### src/pctt_pkg.sv
// shared types and constants for the periodic countdown timer table
// no dependencies; imported by every module of the block except pctt_ram
package pctt_pkg;

    localparam int ID_W        = 16;
    localparam int IVAL_W      = 16;
    localparam int PER_W       = 15;
    localparam int KIND_W      = 2;
    localparam int STAT_W      = 2;
    localparam int DEF_ENTRIES = 16;
    localparam int MAX_RESULTS = 16;
    localparam int NCNT_W      = $clog2(MAX_RESULTS + 1);
    localparam int ENT_W       = ID_W + 2 * PER_W;

    typedef enum logic [KIND_W-1:0] {
        KIND_TICK  = 2'd0,
        KIND_SET   = 2'd1,
        KIND_QUERY = 2'd2,
        KIND_OTHER = 2'd3
    } kind_t;

    typedef enum logic [STAT_W-1:0] {
        STAT_OK        = 2'd0,
        STAT_NOT_FOUND = 2'd1,
        STAT_FULL      = 2'd2
    } status_t;

    // commands from the controller to the datapath
    typedef struct packed {
        logic load;
        logic scan_read;
        logic tick_step;
        logic find_hit;
        logic idx_inc;
        logic resolve;
        logic shift_read;
        logic shift_write;
        logic remove_done;
    } cmd_t;

    // status from the datapath to the controller
    typedef struct packed {
        kind_t kind;
        logic  idx_end;
        logic  shift_end;
        logic  hit;
        logic  found;
        logic  raw_zero;
        logic  out_free;
        logic  tick_stall;
    } sts_t;

endpackage

### src/pctt_ram.sv
// generic single write port, single read port ram with registered read
// no dependencies
module pctt_ram #(
    parameter int WIDTH = 8,
    parameter int DEPTH = 16
) (
    input  logic                                       clk,
    input  logic                                       we,
    input  logic [((DEPTH > 1) ? $clog2(DEPTH) : 1)-1:0] waddr,
    input  logic [WIDTH-1:0]                           wdata,
    input  logic                                       re,
    input  logic [((DEPTH > 1) ? $clog2(DEPTH) : 1)-1:0] raddr,
    output logic [WIDTH-1:0]                           rdata
);

    logic [WIDTH-1:0] mem [DEPTH];

    always_ff @(posedge clk)
    begin
        if (we)
        begin
            mem[waddr] <= wdata;
        end
        if (re)
        begin
            rdata <= mem[raddr];
        end
    end

endmodule

### src/pctt_ctrl.sv
// controller state machine of the timer table: sequences scans, shifts and result beats
// depends on pctt_pkg
module pctt_ctrl (
    input  logic           clk,
    input  logic           rst_n,
    input  logic           in_valid,
    output logic           in_ready,
    input  logic [1:0]     kind,
    input  pctt_pkg::sts_t sts,
    output pctt_pkg::cmd_t cmd
);
    import pctt_pkg::*;

    typedef enum logic [5:0] {
        S_IDLE     = 6'b000001,
        S_SCAN_RD  = 6'b000010,
        S_SCAN_CHK = 6'b000100,
        S_RESOLVE  = 6'b001000,
        S_SHIFT_RD = 6'b010000,
        S_SHIFT_WR = 6'b100000
    } state_t;

    state_t state_reg;
    state_t state_next;

    assign in_ready = (state_reg == S_IDLE);

    always_comb
    begin
        state_next = state_reg;
        cmd        = '0;
        case (state_reg)
            S_IDLE:
            begin
                if (in_valid)
                begin
                    cmd.load = 1'b1;
                    if (kind_t'(kind) == KIND_OTHER)
                    begin
                        state_next = S_RESOLVE;
                    end
                    else
                    begin
                        state_next = S_SCAN_RD;
                    end
                end
            end
            S_SCAN_RD:
            begin
                if (sts.idx_end)
                begin
                    state_next = S_RESOLVE;
                end
                else
                begin
                    cmd.scan_read = 1'b1;
                    state_next    = S_SCAN_CHK;
                end
            end
            S_SCAN_CHK:
            begin
                if (sts.kind == KIND_TICK)
                begin
                    // hold the slot while an earlier fired beat cannot leave
                    if (!sts.tick_stall)
                    begin
                        cmd.tick_step = 1'b1;
                        state_next    = S_SCAN_RD;
                    end
                end
                else if (sts.hit)
                begin
                    cmd.find_hit = 1'b1;
                    state_next   = S_RESOLVE;
                end
                else
                begin
                    cmd.idx_inc = 1'b1;
                    state_next  = S_SCAN_RD;
                end
            end
            S_RESOLVE:
            begin
                if (sts.kind == KIND_SET && sts.raw_zero && sts.found)
                begin
                    state_next = S_SHIFT_RD;
                end
                else if (sts.out_free)
                begin
                    cmd.resolve = 1'b1;
                    state_next  = S_IDLE;
                end
            end
            S_SHIFT_RD:
            begin
                if (sts.shift_end)
                begin
                    if (sts.out_free)
                    begin
                        cmd.remove_done = 1'b1;
                        state_next      = S_IDLE;
                    end
                end
                else
                begin
                    cmd.shift_read = 1'b1;
                    state_next     = S_SHIFT_WR;
                end
            end
            S_SHIFT_WR:
            begin
                cmd.shift_write = 1'b1;
                state_next      = S_SHIFT_RD;
            end
            default:
            begin
                state_next = S_IDLE;
            end
        endcase
    end

    always_ff @(posedge clk or negedge rst_n)
    begin
        if (!rst_n)
        begin
            state_reg <= S_IDLE;
        end
        else
        begin
            state_reg <= state_next;
        end
    end

`ifndef SYNTH
    a_load_only_idle: assert property (@(posedge clk) disable iff (!rst_n)
        cmd.load |-> state_reg == S_IDLE)
        else $error("item taken outside idle");

    a_shift_pairs: assert property (@(posedge clk) disable iff (!rst_n)
        cmd.shift_read |=> cmd.shift_write)
        else $error("shift read not followed by its write");

    a_emit_needs_room: assert property (@(posedge clk) disable iff (!rst_n)
        (cmd.resolve || cmd.remove_done) |-> sts.out_free)
        else $error("result beat issued while output register busy");
`endif

endmodule

### src/pctt_dp.sv
// datapath of the timer table: item registers, slot ram, counters, pending and output beat
// depends on pctt_pkg and pctt_ram
module pctt_dp #(
    parameter int ENTRIES = pctt_pkg::DEF_ENTRIES
) (
    input  logic                        clk,
    input  logic                        rst_n,
    input  logic [pctt_pkg::KIND_W-1:0] kind,
    input  logic [pctt_pkg::ID_W-1:0]   object_id,
    input  logic signed [pctt_pkg::IVAL_W-1:0] interval,
    input  pctt_pkg::cmd_t              cmd,
    output pctt_pkg::sts_t              sts,
    output logic                        out_valid,
    input  logic                        out_ready,
    output logic [pctt_pkg::ID_W-1:0]   object_id_res,
    output logic                        fired,
    output logic [pctt_pkg::STAT_W-1:0] status,
    output logic [pctt_pkg::PER_W-1:0]  interval_read,
    output logic                        last
);
    import pctt_pkg::*;

    localparam int AW = (ENTRIES > 1) ? $clog2(ENTRIES) : 1;
    localparam int CW = $clog2(ENTRIES + 1);

    // control state
    logic [CW-1:0]     lc_reg, lc_next;
    logic [CW-1:0]     idx_reg, idx_next;
    logic [NCNT_W-1:0] n_reg, n_next;
    logic              pend_valid_reg, pend_valid_next;
    logic              found_reg, found_next;
    logic              out_valid_reg, out_valid_next;

    // payload
    kind_t             kind_reg, kind_next;
    logic [ID_W-1:0]   id_reg, id_next;
    logic [IVAL_W-1:0] raw_reg, raw_next;
    logic [PER_W-1:0]  per_found_reg, per_found_next;
    logic [ID_W-1:0]   pend_id_reg, pend_id_next;
    logic [ID_W-1:0]   o_id_reg, o_id_next;
    logic              o_fired_reg, o_fired_next;
    status_t           o_stat_reg, o_stat_next;
    logic [PER_W-1:0]  o_ival_reg, o_ival_next;
    logic              o_last_reg, o_last_next;

    // ram port
    logic              ram_we, ram_re;
    logic [AW-1:0]     ram_waddr, ram_raddr;
    logic [ENT_W-1:0]  ram_wdata, ram_rdata;

    logic [ID_W-1:0]   ent_obj;
    logic [PER_W-1:0]  ent_per, ent_cd, new_cd, set_per;
    logic              expired, report, out_free, full;
    logic [CW:0]       idx_plus1;

    pctt_ram #(
        .WIDTH (ENT_W),
        .DEPTH (ENTRIES)
    ) u_slots (
        .clk   (clk),
        .we    (ram_we),
        .waddr (ram_waddr),
        .wdata (ram_wdata),
        .re    (ram_re),
        .raddr (ram_raddr),
        .rdata (ram_rdata)
    );

    assign ent_obj   = ram_rdata[ENT_W-1 -: ID_W];
    assign ent_per   = ram_rdata[2*PER_W-1 -: PER_W];
    assign ent_cd    = ram_rdata[PER_W-1:0];
    assign expired   = (ent_cd <= PER_W'(1));
    assign new_cd    = expired ? ent_per : (ent_cd - PER_W'(1));
    assign report    = expired && (n_reg < NCNT_W'(MAX_RESULTS));
    assign out_free  = !out_valid_reg || out_ready;
    assign full      = (lc_reg >= CW'(ENTRIES));
    assign idx_plus1 = {1'b0, idx_reg} + (CW + 1)'(1);
    // negative interval counts as one tick
    assign set_per   = raw_reg[IVAL_W-1] ? PER_W'(1) : raw_reg[PER_W-1:0];

    assign sts.kind       = kind_reg;
    assign sts.idx_end    = (idx_reg >= lc_reg);
    assign sts.shift_end  = (idx_plus1 >= {1'b0, lc_reg});
    assign sts.hit        = (ent_obj == id_reg);
    assign sts.found      = found_reg;
    assign sts.raw_zero   = (raw_reg == '0);
    assign sts.out_free   = out_free;
    assign sts.tick_stall = report && pend_valid_reg && !out_free;

    always_comb
    begin
        lc_next         = lc_reg;
        idx_next        = idx_reg;
        n_next          = n_reg;
        pend_valid_next = pend_valid_reg;
        found_next      = found_reg;
        out_valid_next  = out_valid_reg && !out_ready;
        kind_next       = kind_reg;
        id_next         = id_reg;
        raw_next        = raw_reg;
        per_found_next  = per_found_reg;
        pend_id_next    = pend_id_reg;
        o_id_next       = o_id_reg;
        o_fired_next    = o_fired_reg;
        o_stat_next     = o_stat_reg;
        o_ival_next     = o_ival_reg;
        o_last_next     = o_last_reg;
        ram_we          = 1'b0;
        ram_re          = 1'b0;
        ram_waddr       = idx_reg[AW-1:0];
        ram_raddr       = idx_reg[AW-1:0];
        ram_wdata       = {ent_obj, ent_per, new_cd};

        if (cmd.load)
        begin
            kind_next       = kind_t'(kind);
            id_next         = object_id;
            raw_next        = interval;
            idx_next        = '0;
            n_next          = '0;
            pend_valid_next = 1'b0;
            found_next      = 1'b0;
        end

        if (cmd.scan_read)
        begin
            ram_re = 1'b1;
        end

        if (cmd.tick_step)
        begin
            ram_we   = 1'b1;
            idx_next = idx_reg + CW'(1);
            if (report)
            begin
                // the held beat is not the final one, so it leaves with last clear
                if (pend_valid_reg)
                begin
                    out_valid_next = 1'b1;
                    o_id_next      = pend_id_reg;
                    o_fired_next   = 1'b1;
                    o_stat_next    = STAT_OK;
                    o_ival_next    = '0;
                    o_last_next    = 1'b0;
                end
                pend_id_next    = ent_obj;
                pend_valid_next = 1'b1;
                n_next          = n_reg + NCNT_W'(1);
            end
        end

        if (cmd.find_hit)
        begin
            found_next     = 1'b1;
            per_found_next = ent_per;
        end

        if (cmd.idx_inc)
        begin
            idx_next = idx_reg + CW'(1);
        end

        if (cmd.resolve)
        begin
            out_valid_next = 1'b1;
            o_id_next      = id_reg;
            o_fired_next   = 1'b0;
            o_stat_next    = STAT_OK;
            o_ival_next    = '0;
            o_last_next    = 1'b1;
            case (kind_reg)
                KIND_TICK:
                begin
                    o_id_next    = pend_valid_reg ? pend_id_reg : '0;
                    o_fired_next = pend_valid_reg;
                end
                KIND_SET:
                begin
                    if (raw_reg == '0)
                    begin
                        o_stat_next = STAT_NOT_FOUND;
                    end
                    else if (found_reg)
                    begin
                        ram_we    = 1'b1;
                        ram_wdata = {id_reg, set_per, set_per};
                    end
                    else if (full)
                    begin
                        o_stat_next = STAT_FULL;
                    end
                    else
                    begin
                        ram_we    = 1'b1;
                        ram_waddr = lc_reg[AW-1:0];
                        ram_wdata = {id_reg, set_per, set_per};
                        lc_next   = lc_reg + CW'(1);
                    end
                end
                KIND_QUERY:
                begin
                    o_ival_next = found_reg ? per_found_reg : '0;
                end
                default:
                begin
                    o_stat_next = STAT_OK;
                end
            endcase
        end

        if (cmd.shift_read)
        begin
            ram_re    = 1'b1;
            ram_raddr = idx_plus1[AW-1:0];
        end

        if (cmd.shift_write)
        begin
            ram_we    = 1'b1;
            ram_wdata = ram_rdata;
            idx_next  = idx_reg + CW'(1);
        end

        if (cmd.remove_done)
        begin
            lc_next        = lc_reg - CW'(1);
            out_valid_next = 1'b1;
            o_id_next      = id_reg;
            o_fired_next   = 1'b0;
            o_stat_next    = STAT_OK;
            o_ival_next    = '0;
            o_last_next    = 1'b1;
        end
    end

    always_ff @(posedge clk or negedge rst_n)
    begin
        if (!rst_n)
        begin
            lc_reg         <= '0;
            idx_reg        <= '0;
            n_reg          <= '0;
            pend_valid_reg <= 1'b0;
            found_reg      <= 1'b0;
            out_valid_reg  <= 1'b0;
        end
        else
        begin
            lc_reg         <= lc_next;
            idx_reg        <= idx_next;
            n_reg          <= n_next;
            pend_valid_reg <= pend_valid_next;
            found_reg      <= found_next;
            out_valid_reg  <= out_valid_next;
        end
    end

    always_ff @(posedge clk)
    begin
        kind_reg      <= kind_next;
        id_reg        <= id_next;
        raw_reg       <= raw_next;
        per_found_reg <= per_found_next;
        pend_id_reg   <= pend_id_next;
        o_id_reg      <= o_id_next;
        o_fired_reg   <= o_fired_next;
        o_stat_reg    <= o_stat_next;
        o_ival_reg    <= o_ival_next;
        o_last_reg    <= o_last_next;
    end

    assign out_valid     = out_valid_reg;
    assign object_id_res = o_id_reg;
    assign fired         = o_fired_reg;
    assign status        = o_stat_reg;
    assign interval_read = o_ival_reg;
    assign last          = o_last_reg;

`ifndef SYNTH
    a_count_bound: assert property (@(posedge clk) disable iff (!rst_n)
        lc_reg <= CW'(ENTRIES))
        else $error("live count beyond table size");

    a_shift_in_range: assert property (@(posedge clk) disable iff (!rst_n)
        cmd.shift_read |-> idx_plus1 < {1'b0, lc_reg})
        else $error("shift reads past the live entries");

    a_remove_shrinks: assert property (@(posedge clk) disable iff (!rst_n)
        cmd.remove_done |=> lc_reg == $past(lc_reg) - CW'(1))
        else $error("removal did not shrink the table");
`endif

endmodule

### src/periodic_countdown_timer_table.sv
// periodic countdown timer table: one item at a time through a shared slot ram
// tick: each live entry is read and written back in turn, held while a fired beat waits
// set and query compare slots in turn up to a hit; removal then moves each later entry down
// next item is taken once the last beat of the current one sits in the output register
// reset clears the live count and control; slot contents are left as they are, no clearing pass
// depends on pctt_pkg, pctt_ctrl, pctt_dp, pctt_ram
module periodic_countdown_timer_table #(
    parameter int ENTRIES = pctt_pkg::DEF_ENTRIES
) (
    input  logic                        clk,
    input  logic                        rst_n,
    input  logic                        in_valid,
    output logic                        in_ready,
    input  logic [pctt_pkg::KIND_W-1:0] kind,
    input  logic [pctt_pkg::ID_W-1:0]   object_id,
    input  logic signed [pctt_pkg::IVAL_W-1:0] interval,
    output logic                        out_valid,
    input  logic                        out_ready,
    output logic [pctt_pkg::ID_W-1:0]   object_id_res,
    output logic                        fired,
    output logic [pctt_pkg::STAT_W-1:0] status,
    output logic [pctt_pkg::PER_W-1:0]  interval_read,
    output logic                        last
);
    import pctt_pkg::*;

    cmd_t cmd;
    sts_t sts;

    pctt_ctrl u_ctrl (
        .clk      (clk),
        .rst_n    (rst_n),
        .in_valid (in_valid),
        .in_ready (in_ready),
        .kind     (kind),
        .sts      (sts),
        .cmd      (cmd)
    );

    pctt_dp #(
        .ENTRIES (ENTRIES)
    ) u_dp (
        .clk           (clk),
        .rst_n         (rst_n),
        .kind          (kind),
        .object_id     (object_id),
        .interval      (interval),
        .cmd           (cmd),
        .sts           (sts),
        .out_valid     (out_valid),
        .out_ready     (out_ready),
        .object_id_res (object_id_res),
        .fired         (fired),
        .status        (status),
        .interval_read (interval_read),
        .last          (last)
    );

endmodule
### config.mk
export PLATFORM = sky130hd
export DESIGN_NAME = periodic_countdown_timer_table
export DESIGN_NICKNAME = d
export VERILOG_FILES = /design/src/pctt_pkg.sv /design/src/pctt_ram.sv /design/src/pctt_ctrl.sv /design/src/pctt_dp.sv /design/src/periodic_countdown_timer_table.sv
export SDC_FILE = /design/constraint.sdc
export NUM_CORES = 1
export LEC_CHECK = 0
export BUFFER_PORTS_ARGS = -buffer_cell sky130_fd_sc_hd__buf_2
export CAP_MARGIN = 20
export CORE_MARGIN = 4
export CORE_UTILIZATION = 30
export CTS_CLUSTER_SIZE = 30
export DETAILED_ROUTE_END_ITERATION = 6
export SYNTH_ARGS = -nofsm -noshare
export SYNTH_HDL_FRONTEND = slang
export SYNTH_HIERARCHICAL = 1
export SYNTH_SLANG_ARGS = --single-unit
### constraint.sdc
create_clock -name clk -period 20.5 [get_ports clk]
set_input_delay 4.1 -clock clk [delete_from_list [all_inputs] [get_ports clk]]
set_output_delay 4.1 -clock clk [all_outputs]
set_load 0.1 [all_outputs]
# Word-level counts from Yosys, hierarchy flattened
# Memories as Yosys holds them, arrays and structs flattened. A register that Yosys moved wholly into a read port is not among the register bits.
# Index checks and enable logic that the tools add are counted.
# totals
memories,1
output_inout_bits,37
input_bits,38
regBits,124
mem_bits_rw,736
wordCells,175
# classes
n_reduce_logical,29
n_addsub,6
n_lt_le_gt_ge,5
n_eq_ne,15
mux,102
# memory_table
name,depth,width,rd,rd_clocked_by_memory_dff,wr,line_no,source
u_dp.u_slots.mem,16,46,1,1,1,pctt_ram.sv:16,logic [WIDTH-1:0] mem [DEPTH];
# ops
op,count
$mux W46,6
$mux W15,8
$mux W16,7
$mux W5,13
$mux W1,42
$mux W4,9
$mux W6,6
$pmux W6 S6,1
$mux W2,9
$eq A16 B16 Y1,1
$logic_not A16 Y1,1
$add A5 B1 Y5 const B,3
$le A15 B1 Y1 const B,1
$sub A15 B1 Y15 const B,1
$reduce_bool A2 Y1,6
$reduce_and A3 Y1,3
$reduce_bool A3 Y1,3
$ne A2 B2 Y1 const B,4
$add A5 B1 Y6 const B,1
$eq A6 B1 Y1 const B,1
$eq A6 B2 Y1 const B,1
$eq A6 B3 Y1 const B,1
$eq A6 B4 Y1 const B,1
$eq A6 B5 Y1 const B,1
18 further kinds,27

# Depth between registers and ports, before layout
# logic_depth
depth_word,16
depth_mapped,18
depth_no_buf,17

# Hierarchy
# Netlist, hierarchy kept.
# modules_own_cells
module,instances,cells_each,seq_area_each_um2,area_each_um2
pctt_ram,1,1191,23482.5,28954.0
pctt_dp,1,527,3263.1,5980.7
pctt_ctrl,1,55,151.4,491.7

# Least setup slack after synthesis
# Ideal clock, no wire load.
# synth_path
path_kind,input -> register
start,input out_ready
end,"memory u_dp/u_slots/mem[0][0] in the netlist's numbering, enable pin"
slack_ns,10.556
required_ns,19.994
arrival_ns,9.438
stages,12
setup_ns,0.506
n_path_buf,3
cell_sequence,nand2b_1 -> buf_4 -> and2_1 -> buf_2 -> nand3b_1 -> or2_2 -> or2_2 -> buf_4 -> nand2_1 -> or2_2 -> or3b_2 -> nor3_1
# synth_rtl
element,line_no,source
start: declaration,periodic_countdown_timer_table.sv:18,"input logic out_ready,"
end: declaration,pctt_ram.sv:16,

==> results by group <==
CTS
  • Clock sinks: about 910
  • Post-CTS Setup Repair Bufs: 0
  • Clock slew at reported path FFs: 0.06 ns
  • Root Driver: clkbuf_16
  • H-tree depth: 3
  • CTS tree: built
  • Clk buf depth: 3
  • Post-CTS Hold Fix Bufs: 0
  • Total CTS buffers: 89
  • Worst-skew pair later-pin latency: 0.66 ns
  • Post-CTS Resized: 0

Synth
  • Syn_area_per_cell: 20.0 µm²
  • Synth unique cells: 74
  • Ys flop type: edfxtp_1
  • FF+latch count, synth: 906
  • Post-synth EDFFs: 863
  • Mapped Nets: roughly 1800
  • Register area share after synthesis: 75.9%
  • Synthesized area: 35400 µm²
  • Post-Syn Instances: 1773
  • Synth top area share: about three quarters
  • Cell taking the most area after synthesis: edfxtp_1
  • Yosys warning count: 6
  • Top post-synthesis cells by area: edfxtp_1 (73%), mux4_2 (12%), a22oi_1 (2.1%)
  • Fraction of registers with async set or reset after synthesis: 2.65%

Global routing
  • Vias in the first global route: 18200
  • GRT Util Overall: between 10% and 20%
  • Initial antenna violation count: 4
  • First-pass GRT wire length: 123 mm
  • Pin count of the biggest net entering global routing: 85
  • Overflow after GRT: 0

Power and ir drop
  • Peak supply drop: roughly 70 µV
  • Internal: 3.24 mW
  • Leakage: 12.8 nW
  • NetSw: 1.07 mW
  • Sequential power share: 50.7%
  • Gate power share: 12.2%
  • Clock network power share: approximately 37%
  • Pwr per Cell Area: 106 nW/µm²
  • Net Sw Frac: 24.9%
  • Tot Pwr: 4.31 mW

Critical path
  • Worst Path Arrival: 8.60 ns
  • Reg-to-reg slack, setup: about 14 ns
  • Reg2Reg Depth: 13
  • Slowest-stage cell, CP: nor2_4
  • Critical path class: in2reg
  • CP top delay family: simple AND/OR/NAND/NOR gates
  • CP Launch Type: primary input
  • Critical path depth in cells: 10
  • Crit path largest cell delay: ~0.94 ns
  • Worst-path maximum fanout: 24
  • CP Capture Point: u_dp/u_slots/mem[9][22]
  • Crit. Startpoint: out_ready
  • Reg2reg end: u_dp/u_slots/mem[9][22]
  • CP most frequent cell: nand2b_1
  • Worst r2r src: u_dp/raw_reg[15]
  • WP buf/inv: 2
  • Crit path required time: 20.79 ns
  • CP Capture Type: register
  • CP cell instances: buf_2 -> nand2b_1 -> and2_1 -> nand3b_1 -> or3_1 -> nor2_2 -> mux2i_1 -> nand2b_1 -> nor2_4 -> buf_4

Cells and area
  • Commonest non-fill, non-tap cells in the layout: edfxtp_1 (863), mux4_2 (184), nand2_1 (133)
  • Top reg by flops: u_dp/u_slots/mem
  • Area Growth Syn to Fin: 15.1%
  • Fin area: 40800 µm²
  • Fraction of layout cells with a size suffix above 1: between 20% and 30%
  • Top Registers: u_dp/u_slots/mem: 736 flops, u_dp/u_slots/rdata: 46 flops
  • Commonest non-fill, non-tap cell in the layout: edfxtp_1
  • NumNets Final: 1966
  • Max FFs per register: 736
  • # fillers: 10800

Route
  • Via-per-instance ratio: just over 5
  • WL/cell: 23.9 µm
  • Detailed-route via count: 17800
  • Post-Route WL: 83.8 mm
  • Drt drc: 0
  • Routed Antenna Nets: 0
  • 1st-pass router iterations: 5
  • Initial DRC count: 1876

Run status
  • Status: completed

STA
  • Rel. slew slack: 26.5%
  • Hold Vio Cnt, Final: 0
  • Hold Slack: 0.461 ns
  • Slew Limit Fails: 0
  • Fin crit period: 8.31 ns
  • Clock Skew: 0.0316 ns
  • RSZ-0062 raised after global routing: no
  • Worst slew pin tran: 1.10 ns
  • PnR worst setup slack: 12.19 ns
  • Setup Viol. Count Final: 0
  • Highest clock rate: 120 MHz
  • TNS Setup: 0 ns
  • Final worst path period share: 40.5%

Die
  • Initial Utilization: 30.4%
  • Die W: between 300 and 400 µm
  • Die ar.: 124000 µm²
  • # IOs: 75
  • Die extent in y: 352 µm
  • Core area: around 120000 µm²
  • Rows: 125

Placed design
  • Dpl cell area: 37800 µm²
  • PortBufs: between 70 and 80
  • Pre-CTS setup slack: 11.63 ns
  • RD Place Congestion: around 0.78
  • Post-DP HPWL: around 47 mm

Hold path
  • Hold/Removal Path Class: reg2reg

Job
  • Max-cap violations: 0
==> per-layer routing <==
layer / wire, µm / vias up / GRT usage, %
met5: 0 / - / 0
met1: 36900 / 9458 / 19.3
met2: 38000 / 715 / 20.5
met4: 1560 / 0 / 3.39
li1: - / 7574 / -
met3: 7400 / 100 / 3.39
==> cells in the mapped netlist (all sizes together), types with 10 or more instances <==
cell and n:
ha 18, dfxtp 19, clkbuf 40, nor3 18, inv 20, buf 47
nand4 10, a22o 40, mux4 184, a22oi 97, dfrtp 23, nor4 12
nand2b 11, o21ai 21, edfxtp 863, nor2 45, nand2 133, xnor2 29
==> through the flow <==
step,std cells,utilization [%]
after floorplan,1773,-
after CTS,3496,34.9
after global placement,3328,32.4
after global routing,3505,34.9
final,3507,34.9
after detailed placement,3333,32.4
==> cells by family (layout without fill, tap and decap cells) <==
family,Yosys count,count (layout),synth area share [%]
DFF,906,906,75.9
and+or+nand+nor,286,286,4.11
AOI/OAI and AO/OA,219,219,4.66
muxes,200,200,12.2
buffers and inverters,108,316,1.57
xor gates and xnor gates,35,35,0.865
adders and majority gates,19,19,0.692
other,0,2,0
==> worst min path at each step <==
stage / start / to / slack [ns] / depth (start not counted)
2_1_floorplan: u_dp/per_found_reg[10] / u_dp/interval_read[10] / 0.44 / 1
4_1_cts: u_dp/per_found_reg[13] / u_dp/interval_read[13] / 0.46 / 1
3_5_place_dp: u_dp/per_found_reg[13] / u_dp/interval_read[13] / 0.44 / 1
3_3_place_gp: u_dp/per_found_reg[1] / u_dp/interval_read[1] / 0.45 / 1
6_report: u_dp/per_found_reg[13] / u_dp/interval_read[13] / 0.46 / 1
5_1_grt: u_dp/per_found_reg[13] / u_dp/interval_read[13] / 0.47 / 1
==> cell type report <==
type	instances	area, µm²	area share, %
Sequential cell	906	26900	66.0
Multi-Input combinational cell	759	8170	20.0
Clock buffer	109	2330	5.72
Tap cell	1524	1910	4.68
Timing Repair Buffer	132	816	2.00
Clock inverter	54	554	1.36
Inverter	21	78.8	0.193
Antenna cell	2	5.00	0.0123
==> power groups by stage <==
stage               clock network (mW)  registers (mW)  logic (mW)
global route                      1.71            2.19       0.569
detailed placement                   0            2.22       0.526
finish                            1.60            2.18       0.524
global placement                     0            2.22       0.513
CTS                               1.64            2.18       0.527
floorplan                            0            2.22       0.373
No activity file was read; power rests on OpenSTA's default activity.
